$ cat config.mk
export PLATFORM = sky130hd
export DESIGN_NAME = ist_ctrl
export DESIGN_NICKNAME = d
export VERILOG_FILES = /design/src/design/ist_pkg.sv /design/src/design/ist_ctrl.sv
export SDC_FILE = /design/constraint.sdc
export NUM_CORES = 1
export LEC_CHECK = 0
export BUFFER_PORTS_ARGS = -buffer_cell sky130_fd_sc_hd__buf_2
export CAP_MARGIN = 10
export CORE_MARGIN = 2
export CORE_UTILIZATION = 50
export DETAILED_ROUTE_END_ITERATION = 10
export HOLD_SLACK_MARGIN = 0.1
export PLACE_DENSITY = 0.78
export SYNTH_ARGS = -nofsm -noshare
export SYNTH_HDL_FRONTEND = slang
export SYNTH_SLANG_ARGS = --single-unit
$ cat constraint.sdc
create_clock -name clk -period 4 [get_ports clk]
set_clock_uncertainty 0.15 [all_clocks]
set_input_delay 0.6 -clock clk [delete_from_list [all_inputs] [get_ports clk]]
set_output_delay 0.6 -clock clk [all_outputs]
set_load 0.01 [all_outputs]
$ cat src/design/ist_pkg.sv
// Shared constants, types and helpers for the integer set table.
package ist_pkg;

	localparam int CAPACITY = 256;
	localparam int VALUE_W  = 32;
	localparam int COUNT_W  = 9;
	localparam int CNT_W    = $clog2(CAPACITY + 1);
	localparam int ADDR_W   = (CAPACITY > 1) ? $clog2(CAPACITY) : 1;

	localparam logic [1:0] MODE_ADD    = 2'd0;
	localparam logic [1:0] MODE_REMOVE = 2'd1;
	localparam logic [1:0] MODE_QUERY  = 2'd2;

	typedef enum logic [1:0] {
		ST_OK   = 2'd0,
		ST_MISS = 2'd1,
		ST_FULL = 2'd2
	} status_t;

	typedef struct packed {
		logic               we;
		logic [ADDR_W-1:0]  waddr;
		logic [VALUE_W-1:0] wdata;
		logic [ADDR_W-1:0]  raddr;
	} mem_req_t;

	// Low bits of the element count as reported on the result port.
	function automatic logic [COUNT_W-1:0] count_out(input logic [CNT_W-1:0] c);
		logic [CNT_W+COUNT_W-1:0] t;
		t = {{COUNT_W{1'b0}}, c};
		return t[COUNT_W-1:0];
	endfunction

endpackage

$ cat src/design/ist_ctrl.sv
// Request sequencer: membership scan, append and shift-down on remove.
module ist_ctrl (
	input  logic                                 clk,
	input  logic                                 arst_n,
	input  logic                                 start,
	input  logic [1:0]                           mode,
	input  logic signed [ist_pkg::VALUE_W-1:0]   value,
	output logic                                 busy,
	output logic                                 done,
	output logic [1:0]                           status,
	output logic [ist_pkg::COUNT_W-1:0]          count,
	output ist_pkg::mem_req_t                    mem_req,
	input  logic [ist_pkg::VALUE_W-1:0]          rdata
);

	typedef enum logic [1:0] {
		S_IDLE,
		S_SCAN,
		S_SHIFT
	} state_t;

	state_t                          state_q;
	logic                            busy_q;
	logic                            done_q;
	ist_pkg::status_t                status_q;
	logic [ist_pkg::COUNT_W-1:0]     count_q;
	logic [ist_pkg::CNT_W-1:0]       cnt_q;
	logic [1:0]                      mode_q;
	logic [ist_pkg::VALUE_W-1:0]     value_q;
	logic [ist_pkg::CNT_W-1:0]       idx_q;
	logic [ist_pkg::CNT_W-1:0]       sh_q;
	logic                            vld_s1;
	logic [ist_pkg::CNT_W-1:0]       pos_s1;
	logic [ist_pkg::ADDR_W-1:0]      dst_s1;

	logic hit;
	logic scan_issue;
	logic scan_end;
	logic sh_issue;
	logic sh_end;
	logic full;

	always_comb begin
		hit        = vld_s1 && (rdata == value_q);
		scan_issue = !hit && (idx_q < cnt_q);
		scan_end   = hit || (!scan_issue && !vld_s1);
		sh_issue   = sh_q < cnt_q;
		sh_end     = !sh_issue && !vld_s1;
		full       = cnt_q == ist_pkg::CNT_W'(ist_pkg::CAPACITY);
	end

	always_comb begin
		mem_req.we    = 1'b0;
		mem_req.waddr = cnt_q[ist_pkg::ADDR_W-1:0];
		mem_req.wdata = value_q;
		mem_req.raddr = idx_q[ist_pkg::ADDR_W-1:0];
		case (state_q)
			S_SCAN: begin
				mem_req.we = scan_end && (mode_q == ist_pkg::MODE_ADD) && !hit && !full;
			end
			S_SHIFT: begin
				// move the entry read last cycle one place down
				mem_req.we    = vld_s1;
				mem_req.waddr = dst_s1;
				mem_req.wdata = rdata;
				mem_req.raddr = sh_q[ist_pkg::ADDR_W-1:0];
			end
			default: begin
				mem_req.we = 1'b0;
			end
		endcase
	end

	always_ff @(posedge clk or negedge arst_n) begin
		if (!arst_n) begin
			state_q  <= S_IDLE;
			busy_q   <= 1'b0;
			done_q   <= 1'b0;
			status_q <= ist_pkg::ST_OK;
			count_q  <= '0;
			cnt_q    <= '0;
			mode_q   <= '0;
			value_q  <= '0;
			idx_q    <= '0;
			sh_q     <= '0;
			vld_s1   <= 1'b0;
			pos_s1   <= '0;
			dst_s1   <= '0;
		end else begin
			done_q <= 1'b0;
			case (state_q)
				S_IDLE: begin
					if (start) begin
						mode_q  <= mode;
						value_q <= value;
						idx_q   <= '0;
						vld_s1  <= 1'b0;
						busy_q  <= 1'b1;
						state_q <= S_SCAN;
					end
				end
				S_SCAN: begin
					vld_s1 <= scan_issue;
					pos_s1 <= idx_q;
					if (scan_issue) begin
						idx_q <= idx_q + 1'b1;
					end
					if (scan_end) begin
						// drop any read still in flight
						vld_s1 <= 1'b0;
						state_q <= S_IDLE;
						busy_q  <= 1'b0;
						done_q  <= 1'b1;
						count_q <= ist_pkg::count_out(cnt_q);
						status_q <= hit ? ist_pkg::ST_OK : ist_pkg::ST_MISS;
						case (mode_q)
							ist_pkg::MODE_ADD: begin
								if (hit) begin
									status_q <= ist_pkg::ST_MISS;
								end else if (full) begin
									status_q <= ist_pkg::ST_FULL;
								end else begin
									status_q <= ist_pkg::ST_OK;
									cnt_q    <= cnt_q + 1'b1;
									count_q  <= ist_pkg::count_out(cnt_q + 1'b1);
								end
							end
							ist_pkg::MODE_REMOVE: begin
								if (hit) begin
									// hold the result until the tail has moved down
									sh_q    <= pos_s1 + 1'b1;
									state_q <= S_SHIFT;
									busy_q  <= 1'b1;
									done_q  <= 1'b0;
								end
							end
							ist_pkg::MODE_QUERY: begin
								status_q <= hit ? ist_pkg::ST_OK : ist_pkg::ST_MISS;
							end
							default: begin
								status_q <= ist_pkg::ST_MISS;
							end
						endcase
					end
				end
				S_SHIFT: begin
					vld_s1 <= sh_issue;
					dst_s1 <= sh_q[ist_pkg::ADDR_W-1:0] - 1'b1;
					if (sh_issue) begin
						sh_q <= sh_q + 1'b1;
					end
					if (sh_end) begin
						cnt_q    <= cnt_q - 1'b1;
						count_q  <= ist_pkg::count_out(cnt_q - 1'b1);
						status_q <= ist_pkg::ST_OK;
						done_q   <= 1'b1;
						busy_q   <= 1'b0;
						state_q  <= S_IDLE;
					end
				end
				default: begin
					state_q <= S_IDLE;
					busy_q  <= 1'b0;
				end
			endcase
		end
	end

	assign busy   = busy_q;
	assign done   = done_q;
	assign status = status_q;
	assign count  = count_q;

	a_cnt_bound: assert property (@(posedge clk) disable iff (!arst_n)
		cnt_q <= ist_pkg::CNT_W'(ist_pkg::CAPACITY))
		else $error("element count above capacity");

	a_done_idle: assert property (@(posedge clk) disable iff (!arst_n)
		done_q |-> (!busy_q && state_q == S_IDLE))
		else $error("result strobe while request still in progress");

	a_cnt_step: assert property (@(posedge clk) disable iff (!arst_n)
		##1 (cnt_q == $past(cnt_q) || cnt_q == $past(cnt_q) + 1'b1
			|| cnt_q + 1'b1 == $past(cnt_q)))
		else $error("element count moved by more than one");

	a_cnt_with_done: assert property (@(posedge clk) disable iff (!arst_n)
		##1 (cnt_q != $past(cnt_q)) |-> done_q)
		else $error("element count changed without a result");

	a_shift_write: assert property (@(posedge clk) disable iff (!arst_n)
		(state_q == S_SHIFT && vld_s1) |-> (dst_s1 < sh_q))
		else $error("shift write not below read address");

endmodule

==> summary.txt, run 1 <==
Pwr
  • PwrDens: 560 nW/um^2
  • Sw Ratio: 0.380
  • Clk pwr share: 0.203
  • Comb pwr share: 0.443
  • Pleak: slightly above 3 nW
  • Int Power: 0.00238 W
  • Max VDD drop: 0.000373 V
  • P_sw: 0.00145 W
  • Seq pwr share: 0.354

Placed design
  • # port buffers: 130
  • Hpwl dp: 10,900 um
  • Routability cong.: just over 0.9
  • Placed Cells: slightly above 800
  • Placed cell areas: 6540 um^2

Drt
  • Routed Antenna Nets: 0
  • DR vias/cell: 5.83
  • # DRC: 0
  • Drt pass-1 iters: 5
  • DR vias: 4,898
  • Wirelength per Cell: 17.4 um
  • Total wire length: 14,600 um
  • Initial DRC Count: 348

Logic synthesis
  • FF+latch count, synth: 85
  • Number of distinct library cells after synthesis: 59
  • Cell taking the most area after synthesis: dfrtp_1
  • Mapped cell area: 5770 um^2
  • Area share of the leading cell type in the synthesized netlist: 0.368
  • Post-synth ARST share: 1.00
  • Ys Warns: 0
  • Mean Syn Cell Area: 10.1 um^2
  • Main area contributors after synthesis: dfrtp_1 (37%), mux2_2 (17%), ha_1 (6.9%), xnor2_1 (4.4%), xor2_1 (3.5%)
  • Register area share after synthesis: 0.368
  • Top cells by count, synth: mux2_2 (87), dfrtp_1 (85), nand2_1 (41)
  • Mapped Cells: 570
  • Count leader, synth: mux2_2
  • EDFF count, synth: 0
  • Primary FF master, synth: dfrtp_1
  • Syn Nets: 672

Finish
  • Share of cells above drive strength 1: 0.353
  • Area Growth Syn to Fin: 18.5%
  • ANT cells: 0
  • Non-filler cells, final: 840
  • Layout Nets: approximately 800
  • Post-layout instance area: 6840 um^2
  • Fillers: 946

Timing
  • Final hold violations: 0
  • Final Cycle Share: 0.863
  • Worst-case hold slack: ~0.34 ns
  • Setup TNS: 0 ns
  • Worst slew margin: 0.324
  • Minimum clock period: 3.45 ns
  • Final setup violation count: 0
  • Fmax: between 0.2 and 0.3 GHz
  • Actual slew at the worst max-slew pin: 1.01 ns
  • Max-slew violations: 0
  • RSZ-0062 raised after global routing: false

CTS
  • Maximum clock insertion buffer count: 2
  • Clock Pin Slew Worst Setup and Hold Paths: 0.06 ns
  • TritonCTS Buffers: 9
  • Root buf cell: clkbuf_16
  • CTS tree: yes
  • Clk_lat worst skew: about 0.34 ns
  • H-tree depth: 3
  • CTS Sinks: 85

Global route
  • Met3 usage: 0.0381
  • Busiest layer in global routing: met2
  • GRT Total Usage: 0.237
  • Initial antenna violation count: 0
  • GRT Residual Overflow: 0
  • Vias in the first global route: 4,957
  • First-pass GRT wire length: between 20,000 and 25,000 um
  • GR Layer Usage met1: 0.306
  • GR Util met2: 0.397
  • Largest net degree at the start of global routing: 86

Setup path
  • CP peak stage delay: 0.46 ns
  • Worst path bufs/invs: 2
  • Crit path kind: flip-flop to primary output
  • Critical-path cell list: inv_1 > ha_1 > and4_1 > o2111ai_1 > a21oi_1 > nand4_1 > a21oi_1 > buf_2
  • Slowest-stage cell, CP: a21oi_1
  • Crit path max fanout: 5
  • CP required: 3.25 ns
  • Endpoint class of the critical path: primary output
  • CP delay by family, top: compound AO/OA/AOI/OAI gates
  • Most frequent CP cell: a21oi_1
  • Worst Setup Start Kind: flip-flop
  • Crit path DAT: 2.70 ns

Die
  • Top Ports: roughly 130
  • Die Footprint: 12,400 um^2
  • Die Wd: roughly 110 um
  • Die Y-Extent: 111 um
  • Core area: 11,300 um^2
  • FP Rows: 39
  • Initial Util: 0.510

Hold path
  • Worst Hold Class: primary input to flip-flop

Flow run
  • MaxCap Viol Count: 0

Run status
  • Status: complete, no violations
[metal layers]
layer,up-vias,part of all wire
met5,-,0
met4,0,0.023
met3,25,0.052
met2,164,0.49
met1,2389,0.43
li1,2320,-
[power groups by stage]
stage / registers [W] / clock network, W / logic, W
global placement: 0.00135 / 0 / 0.00164
floorplan: 0.00130 / 0 / 0.00118
CTS: 0.00135 / 0.000786 / 0.00170
global route: 0.00139 / 0.000830 / 0.00187
detailed placement: 0.00137 / 0 / 0.00169
finish: 0.00136 / 0.000778 / 0.00170
[state kept, by name, summed over array words and instances (netlist names)]
signal and cells:
busy 1, cnt_q 9, done 1, dst_s1 8
idx_q 9, mode_q 2, pos_s1 9, sh_q 9
state_q 2, status 2, value_q 32, vld_s1 1
[layout make-up]
| class | instances | area [um^2] | share of cell area |
|---|---|---|---|
| clock buffer | 12 | 256 | 0.0375 |
| sequential | 85 | 2130 | 0.311 |
| inverter | 26 | 97.6 | 0.0143 |
| clock inverter | 2 | 10.0 | 0.00146 |
| timing repair buffer | 138 | 736 | 0.107 |
| multi-input combinational | 434 | 3440 | 0.502 |
| tap | 143 | 179 | 0.0261 |
[worst register-to-register path: stages (launching register included)]
cell      delay, ns
dfrtp_1        0.39
inv_1          0.18
ha_1           0.29
and4_1         0.23
a221oi_1       0.47
a21boi_0       0.22
a211o_1        0.50
or4_1          0.58
a21oi_1        0.15
[path summary, 6_finish.rpt]
| check | slack, ns | cells past startpoint | end | start |
|---|---|---|---|---|
| min reg2reg | 0.35 | 2 | dst_s1[1] | dst_s1[1] |
| max in group asynchronous | 2.51 | 3 | cnt_q[0] | arst_n |
| max | 0.55 | 8 | mem_req[48] | cnt_q[6] |
| min | 0.34 | 2 | value_q[9] | value[9] |
| max reg2reg | 0.76 | 8 | idx_q[7] | cnt_q[7] |
| min in group asynchronous | 0.54 | 2 | mode_q[1] | arst_n |
[cells in the final DEF (no fill, tap or decap), types with 10 or more instances in the layout]
cell	Yosys	routed
o21ai_0	33	33
inv_1	25	25
dfrtp_1	85	85
nand3_1	25	25
ha_1	32	31
mux2_2	87	87
xnor2_1	29	29
nand2_1	41	41
a21oi_1	22	22
nor2_1	21	21
xor2_1	23	23
nor4_1	10	10
buf_2	0	129
mux2i_1	14	14
[timing repair]
item,4_1_cts,5_1_grt
endpoints found under the setup margin,0,0
buffers inserted,0,0
endpoints found under the hold margin,0,21
gates resized for setup,0,0
hold buffers,0,1
[per-stage QoR]
stage / total power, W / util / setup slack, ns
after floorplan: 0.00248 / - / 0.774
after global placement: 0.00299 / 0.578 / 0.563
after detailed placement: 0.00306 / 0.578 / 0.522
after CTS: 0.00384 / 0.601 / 0.574
after global routing: 0.00408 / 0.605 / 0.308
final: 0.00383 / 0.605 / 0.549
[cells by family (layout without fill, tap and decap cells)]
| logic type | Yosys count | count (layout) | share of synthesized area |
|---|---|---|---|
| compound gates | 98 | 98 | 0.110 |
| xor+xnor | 52 | 52 | 0.0789 |
| fa+ha+maj | 33 | 33 | 0.0728 |
| buf+inv | 51 | 178 | 0.0384 |
| flops | 85 | 85 | 0.368 |
| mux | 102 | 102 | 0.196 |
| simple gates | 149 | 149 | 0.136 |
No activity file was read; power rests on OpenSTA's default activity.
==> inputs of run 2 (changes only) <==
--- a/config.mk
+++ b/config.mk
@@ -11,7 +11,7 @@
 export CORE_UTILIZATION = 50
 export DETAILED_ROUTE_END_ITERATION = 10
 export HOLD_SLACK_MARGIN = 0.1
-export PLACE_DENSITY = 0.78
+export PLACE_DENSITY_LB_ADDON = 0.12
 export SYNTH_ARGS = -nofsm -noshare
 export SYNTH_HDL_FRONTEND = slang
 export SYNTH_SLANG_ARGS = --single-unit
==> run 2 against run 1 <==
Against the previous run: maximum frequency fell by 4.2%; critical path depth grew 1; non-clock buffer count unchanged; worst setup slack got worse by 0.15 ns; sequential power hardly changed; final area up 0.86%; register-to-register slack got worse by 0.06 ns; global-route usage shrank 0.10 points; power grew 5.1%; critical path type unchanged; largest cell class unchanged.
==> summary.txt, run 2 (synthesized netlist as in run 1, its figures left out) <==
Run status
  • Status: complete, no violations (unchanged)

Pwr
  • Total Power: 0.00403 W (was 0.00383 W)
  • Pleak: 3.08 nW (was 3.04 nW)
  • Seq pwr share: 0.334 (was 0.354)
  • Clk pwr share: 0.245 (was 0.203)
  • Comb pwr share: 0.421 (was 0.443)
  • P_sw: 0.00146 W (was 0.00145 W)
  • Sw Ratio: 0.362 (was 0.380)
  • Max VDD drop: 0.000359 V (was 0.000373 V)
  • PwrDens: 583 nW/um^2 (was 560 nW/um^2)
  • Int Power: 0.00257 W (was 0.00238 W)

Drt
  • Initial DRC Count: 282 (was 348)
  • Wirelength per Cell: 17.0 um (was 17.4 um)
  • Routed Antenna Nets: 0 (unchanged)
  • DR vias/cell: 5.69 (was 5.83)
  • Total wire length: 14,300 um (was 14,600 um)
  • DR vias: 4,782 (was 4,898)
  • # DRC: 0 (unchanged)
  • Drt pass-1 iters: 4 (was 5)

Timing
  • Minimum clock period: 3.60 ns (was 3.45 ns)
  • RSZ-0062 raised after global routing: false (unchanged)
  • Max-slew violations: 0 (unchanged)
  • Final Cycle Share: 0.901 (was 0.863)
  • Actual slew at the worst max-slew pin: 0.790 ns (was 1.01 ns)
  • Worst slew margin: 0.473 (was 0.324)
  • Final hold violations: 0 (unchanged)
  • Final setup violation count: 0 (unchanged)
  • Fmax: 0.278 GHz (was 0.290 GHz)
  • Setup TNS: 0 ns (unchanged)

CTS
  • Maximum clock insertion buffer count: 2 (unchanged)
  • Root buf cell: clkbuf_16 (unchanged)
  • CTS Sinks: 85 (unchanged)
  • TritonCTS Buffers: 9 (unchanged)
  • CTS resizes: 0 (unchanged)
  • Clock Pin Slew Worst Setup and Hold Paths: 0.06 ns (about the same)
  • Clk_lat worst skew: 0.35 ns (was 0.34 ns)
  • CTS tree: yes (unchanged)
  • Post-CTS Hold Buffers: 0 (unchanged)
  • Post-CTS Setup Inserts: 0 (unchanged)
  • H-tree depth: 3 (unchanged)

Setup path
  • FF-to-FF Start: cnt_q[7] (unchanged)
  • Worst r2r path cells: 8 (unchanged)
  • CP required: 3.25 ns (about the same)
  • Endpoint class of the critical path: primary output (unchanged)
  • Crit path DAT: 2.85 ns (was 2.70 ns)
  • Worst Setup Start Kind: flip-flop (unchanged)
  • End of the worst register-to-register path: idx_q[8] (was idx_q[7])
  • Crit path max fanout: 5 (unchanged)
  • Worst reg2reg setup slack: 0.70 ns (was 0.76 ns)
  • Crit path kind: flip-flop to primary output (unchanged)

Global route
  • Vias in the first global route: 4,826 (was 4,957)
  • First-pass GRT wire length: 23,800 um (about the same)
  • Initial antenna violation count: 0 (unchanged)
  • GRT Total Usage: 0.236 (was 0.237)
  • Largest net degree at the start of global routing: 61 (was 86)
  • GRT Residual Overflow: 0 (unchanged)

Finish
  • Area Growth Syn to Fin: 19.5% (was 18.5%)
  • Fillers: 974 (was 946)
  • Share of cells above drive strength 1: 0.357 (was 0.353)
  • Most frequent cells in the layout: buf_2 (129), mux2_2 (87), dfrtp_1 (85), nand2_1 (41), o21ai_0 (33) (unchanged)
  • Largest register FFs: 32 (unchanged)
  • Post-layout instance area: 6900 um^2 (was 6840 um^2)
  • Finished Core Util: 0.610 (was 0.605)
  • Largest Register: value_q (unchanged)
  • ANT cells: 0 (unchanged)
  • Layout Nets: 796 (unchanged)
  • Most common cell after layout, fill and taps aside: buf_2 (unchanged)

Placed design
  • # port buffers: 130 (unchanged)
  • Placed cell areas: 6560 um^2 (was 6540 um^2)
  • Routability cong.: 0.915 (was 0.913)
  • Hpwl dp: 10,900 um (about the same)

Die
  • Die Footprint: 12,400 um^2 (unchanged)
  • Top Ports: 131 (unchanged)
  • Core area: 11,300 um^2 (unchanged)
  • Initial Util: 0.510 (unchanged)
  • Die Wd: 111 um (unchanged)
  • Die Y-Extent: 111 um (unchanged)
  • FP Rows: 39 (unchanged)

Flow run
  • MaxCap Viol Count: 0 (unchanged)

Hold path
  • Worst Hold Class: primary input to async pin (was primary input to flip-flop)
## run 2: cell count changes in the layout (fill, tap and decap cells not counted)
cell,change
buf_16,-1
buf_4,+2
bufinv_16,+3
clkbuf_1,-1
clkinv_2,-1
dlygate4sd3_1,-1
## run 2: stage by stage
step | hold WS, ns | cells | worst slack (ns)
after floorplan | 0.154 | 570 | 0.774
after global placement | 0.326 | 826 | 0.567
final | 0.192 | 841 | 0.397
after global routing | 0.270 | 841 | 0.180
after CTS | 0.226 | 841 | 0.397
after detailed placement | 0.326 | 826 | 0.509
## run 2: layout make-up
cell class | instances | area (um^2) | share of cell area
Multi-Input combinational cell | 434 | 3440 | 0.498
Timing Repair Buffer | 138 | 713 | 0.103
Tap cell | 143 | 179 | 0.0259
Inverter | 26 | 97.6 | 0.0141
Clock inverter | 4 | 95.1 | 0.0138
Clock buffer | 11 | 253 | 0.0366
Sequential cell | 85 | 2130 | 0.308
## run 2: worst max path at each step
| stage | end | cells after the start | slack (ns) | startpoint |
|---|---|---|---|---|
| after global routing | mem_req[48] | 9 | 0.18 | cnt_q[1] |
| after CTS | mem_req[48] | 9 | 0.40 | cnt_q[1] |
| after floorplan | mem_req[13] | 7 | 0.77 | state_q[0] |
| final | mem_req[48] | 9 | 0.40 | cnt_q[1] |
| after global placement | sh_q[1] | 8 | 0.57 | rdata[12] |
| after detailed placement | sh_q[1] | 8 | 0.51 | rdata[12] |
## run 2: worst max-delay path, stage by stage (launching register included)
cell and delay [ns]:
dfrtp_1 0.41, inv_1 0.16, ha_1 0.31, o21ai_0 0.08, o21ai_0 0.17, o2111ai_1 0.26
a21oi_1 0.51, nand4_1 0.25, a21oi_1 0.21, buf_2 0.16
## run 2: per-layer routing
layer,global-route usage,share of wire,vias up
met5,0,0,-
met4,0.0807,0.017,0
met3,0.0343,0.041,19
met2,0.385,0.47,120
met1,0.324,0.47,2329
li1,-,-,2314
## run 2: power by group through the flow
stage               logic (W)  clock network [W]  registers [W]
finish                0.00170           0.000987        0.00134
global route          0.00188            0.00104        0.00138
CTS                   0.00172            0.00101        0.00134
detailed placement    0.00170                  0        0.00136
global placement      0.00168                  0        0.00134
floorplan             0.00118                  0        0.00130
